--- src/sv/srt_pkg.sv ---
// Shared types and constants for the stripe range table.
// Used by srt_ctrl, srt_dpath and stripe_range_table; no dependencies.
package srt_pkg;

   localparam int MAX_ENTRIES = 64;
   localparam int CNT_W       = $clog2(MAX_ENTRIES + 1);
   localparam int IDX_W       = $clog2(MAX_ENTRIES);
   localparam int POS_W       = 64;
   localparam int EP_W        = 64;
   localparam int WID_W       = 16;
   localparam int ST_W        = 3;

   typedef enum logic [1:0] {
      REQ_ADD,
      REQ_CLONE,
      REQ_FIND,
      REQ_LATEST
   } req_code_type;

   typedef enum logic [ST_W-1:0] {
      ST_OK,
      ST_EMPTY,
      ST_NOT_AFTER,
      ST_ZERO_WIDTH,
      ST_FULL,
      ST_BELOW
   } status_type;

   typedef struct packed {
      logic [POS_W-1:0] pos;
      logic [EP_W-1:0]  ep;
      logic [WID_W-1:0] wid;
   } entry_type;

   typedef struct packed {
      logic load;
      logic decide;
      logic rd_loop;
      logic compare;
      logic capture;
      logic emit;
   } cmd_type;

   typedef struct packed {
      logic need_search;
      logic search_more;
   } sts_type;

endpackage

--- src/sv/srt_ctrl.sv ---
// Controller state machine for the stripe range table.
// Depends on srt_pkg; drives srt_dpath by command struct.
module srt_ctrl
   import srt_pkg::*;
(
   input  logic    clock,
   input  logic    reset,
   input  logic    req_valid,
   output logic    req_stall,
   output logic    rsp_valid,
   input  logic    rsp_stall,
   input  sts_type sts,
   output cmd_type cmd
);

   typedef enum logic [2:0] {
      S_IDLE,
      S_DECIDE,
      S_LOOP,
      S_COMPARE,
      S_CAPTURE,
      S_DONE
   } state_type;

   state_type state_ff, state_in;
   logic      rsp_valid_ff, rsp_valid_in;
   logic      out_free;

   assign out_free  = !rsp_valid_ff || !rsp_stall;
   assign req_stall = (state_ff != S_IDLE);
   assign rsp_valid = rsp_valid_ff;

   always_comb begin
      cmd          = '0;
      state_in     = state_ff;
      rsp_valid_in = rsp_valid_ff && rsp_stall;
      case (state_ff)
         S_IDLE: begin
            if (req_valid) begin
               cmd.load = 1'b1;
               state_in = S_DECIDE;
            end
         end
         S_DECIDE: begin
            cmd.decide = 1'b1;
            state_in   = sts.need_search ? S_LOOP : S_DONE;
         end
         S_LOOP: begin
            cmd.rd_loop = 1'b1;
            state_in    = sts.search_more ? S_COMPARE : S_CAPTURE;
         end
         S_COMPARE: begin
            cmd.compare = 1'b1;
            state_in    = S_LOOP;
         end
         S_CAPTURE: begin
            cmd.capture = 1'b1;
            state_in    = S_DONE;
         end
         S_DONE: begin
            if (out_free) begin
               cmd.emit     = 1'b1;
               rsp_valid_in = 1'b1;
               state_in     = S_IDLE;
            end
         end
         default: state_in = S_IDLE;
      endcase
   end

   always_ff @(posedge clock) begin
      if (reset) begin
         state_ff     <= S_IDLE;
         rsp_valid_ff <= 1'b0;
      end else begin
         state_ff     <= state_in;
         rsp_valid_ff <= rsp_valid_in;
      end
   end

endmodule

--- config.mk ---
export PLATFORM = sky130hd
export DESIGN_NAME = srt_ctrl
export DESIGN_NICKNAME = d
export VERILOG_FILES = /design/src/sv/srt_pkg.sv /design/src/sv/srt_ctrl.sv
export SDC_FILE = /design/constraint.sdc
export NUM_CORES = 1
export LEC_CHECK = 0
export ABC_CLOCK_PERIOD_IN_PS = 1170
export BUFFER_PORTS_ARGS = -buffer_cell sky130_fd_sc_hd__clkbuf_2
export CORE_AREA = 2 2 39 41
export CTS_CLUSTER_SIZE = 24
export DETAILED_ROUTE_END_ITERATION = 6
export DIE_AREA = 0 0 41 43
export GPL_TIMING_DRIVEN = 1
export PLACE_DENSITY_LB_ADDON = 0.05
export SYNTH_ARGS = -nofsm -noshare
export SYNTH_HDL_FRONTEND = slang
export SYNTH_SLANG_ARGS = --single-unit
--- constraint.sdc ---
create_clock -name clock -period 1.17 [get_ports clock]
set_input_delay 0.234 -clock clock [delete_from_list [all_inputs] [get_ports clock]]
set_output_delay 0.234 -clock clock [all_outputs]
set_load 0.005 [all_outputs]
==> out/qor.txt <==
Pre-CTS setup slack: 0.0351 ns
Leakage: 0.228 nW
GR Overflow Total: 0
Cell Rows: 14
Die ar.: 1760 µm²
Gpl congestion: 0.756
Clock Sink Count: 4
Post-Layout Cell Count: 72
Vias in the first global route: 251
Slowest-stage cell, CP: or3_4
Timing-limited maximum frequency: 0.737 GHz
Critical Path End Type: output port
Clock-pin slew on the worst setup and hold paths: 0.04 ns
Clock share of power: 0.297
Starting DRT DRC Count: 2
HP Class: primary input to flip-flop
Vias per inst: 4.21
Startpoint Class: flip-flop
CTS max path bufs: 2
Area Growth Syn to Fin: 68.1%
Pwr Density: 1290 nW/µm²
WP buf/inv: 1
Critical path required time: 0.94 ns
Crit-path max cell delay: 0.37 ns
Unrepaired setup endpoints after global routing: yes
N_diodes: 0
Crit path DAT: 1.12 ns
Crit Path Max Fanout: 4
DRC: 0
Final worst slack: -0.187 ns
CTS tree: yes
Drt pass-1 iters: 4
Pins Over Slew Limit: 0
Antenna violations before repair: 0
Die X: 41 µm
Nets: 64
Internal: 0.410 mW
Violated checks: setup timing
Syn_nets: 39
Final ANT Viol Nets: 0
Synth Register Bits: 4
Register area: 86.3 µm²
Post-DP HPWL: 567 µm
Post-Syn Area: 267 µm²
Gr usage total: 0.0983
Commonest non-fill, non-tap cell in the layout: clkbuf_2
Cell total after placement: 64
Initial core utilization: 0.193
Switching part of the total power: 0.293
Core area: 1380 µm²
Post-synthesis sequential area ratio: 0.300
Clock Latency Late Sink: 0.24 ns
Worst slew margin: 0.859
Num ports: 14
Clock Skew: 0.00613 ns
Tmin final: 1.36 ns
Peak VDD IR: 0.607 mV
CTS H-Tree Depth: 1
First-pass GRT wire length: 1120 µm
Die height: 43 µm
Hold Fails Final Rpt: 0
Status: finished, violations left
CP delay by family, top: simple AND/OR/NAND/NOR gates
Most frequent cells in the layout: clkbuf_2 (8), buf_4 (7), buf_2 (5), nand2_1 (3), clkbuf_4 (3)
PortBufs: 13
Share of post-route cells with drive strength above 1: 0.589
Vias: 303
FILL cells: 150
Num CTS Buffers: 3
Yosys warns: 0
Pwr Total: 0.580 mW
Sequential fraction of design power: 0.299
Worst path cell trace: or3_4 > nor2_2 > buf_2
WL per Instance: 10.1 µm
Max-Cap Viols: 0
WHS: 0.240 ns
WS Path Type: flip-flop to output port
P_sw: 0.170 mW
Unique masters post-synth: 23
Measured slew at the worst slew-check pin: 0.210 ns
Post-CTS Hold Buffers: 0
Area occupied by multi-input gates: 175 µm²
Drt total wl: 728 µm
Clock Root Buffer: clkbuf_4
Crit share post-route: 1.16
Syn Inst Count: 33
Combinational power share: 0.404
Setup violators final: 7
Synth Area per Inst: 8.08 µm²
Largest net degree at the start of global routing: 7
layer usage:
| metal | track usage | part of all wire | vias to the layer above | routed length (µm) |
|---|---|---|---|---|
| met5 | 0 | 0 | - | 0 |
| met4 | 0.0400 | 0 | 0 | 0 |
| met3 | 0.0681 | 0.089 | 0 | 65 |
| met2 | 0.134 | 0.50 | 10 | 366 |
| met1 | 0.115 | 0.41 | 131 | 297 |
| li1 | - | - | 162 | - |
final cells by class:
type                       instances  share of cell area
timing repair buffer              22               0.313
tap                               16              0.0447
inverter                           1             0.00838
sequential                         4               0.193
multi-input combinational         26               0.391
clock buffer                       3              0.0503
sequential cells by signal, indices dropped and copies added, names as in the netlist:
signal / count
rsp_valid: 1
state_ff: 3
through the flow:
step	utilization	setup TNS (ns)	area [µm²]
2_1_floorplan	-	0	267
3_3_place_gp	0.259	0	359
3_5_place_dp	0.259	0	359
4_1_cts	0.307	-0.834	424
5_1_grt	0.324	-1.08	448
6_report	0.324	-0.739	448
worst paths after layout:
kind               start           to  slack [ns]  cells after the start
max          state_ff[0]       cmd[5]       -0.19                      3
min                reset    rsp_valid        0.24                      2
max reg2reg  state_ff[1]  state_ff[2]        0.15                      4
min reg2reg    rsp_valid    rsp_valid        0.49                      2
cells in the mapped netlist:
cell / instances / area (µm²)
a211oi_1: 1 / 7.51
a21boi_0: 1 / 7.51
a21o_1: 1 / 7.51
a21oi_1: 2 / 10.0
and2b_1: 1 / 7.51
and3b_1: 1 / 8.76
buf_6: 2 / 22.5
dfxtp_1: 4 / 80.1
inv_1: 1 / 3.75
nand2_1: 3 / 11.3
nand2b_1: 1 / 6.26
nand3_1: 1 / 5.00
nor2_1: 3 / 11.3
nor2_2: 1 / 6.26
nor2b_1: 1 / 6.26
nor3b_1: 2 / 15.0
o21a_1: 1 / 7.51
o21ai_0: 1 / 5.00
o21ai_1: 1 / 5.00
o21bai_1: 1 / 7.51
o22ai_1: 1 / 6.26
o31ai_1: 1 / 7.51
or3_4: 1 / 11.3
kinds of logic after synthesis:
family	synth area share
buf+inv	0.0986
flops	0.300
simple gates	0.333
compound gates	0.268
power by group through the flow:
stage                     Sequential [mW]  Clock, mW  Combinational, mW
after global routing                0.176      0.191              0.260
after detailed placement            0.173          0              0.179
after global placement              0.172          0              0.182
after CTS                           0.174      0.176              0.221
after floorplan                     0.164          0              0.122
final                               0.173      0.172              0.234
timing repair:
item,in CTS,in global routing
gates resized for setup,6,8
setup endpoints to repair,7,7
buffers inserted,3,2
endpoints found under the hold margin,0,0
pin swaps,2,1
(Power assumes the default switching activity.)
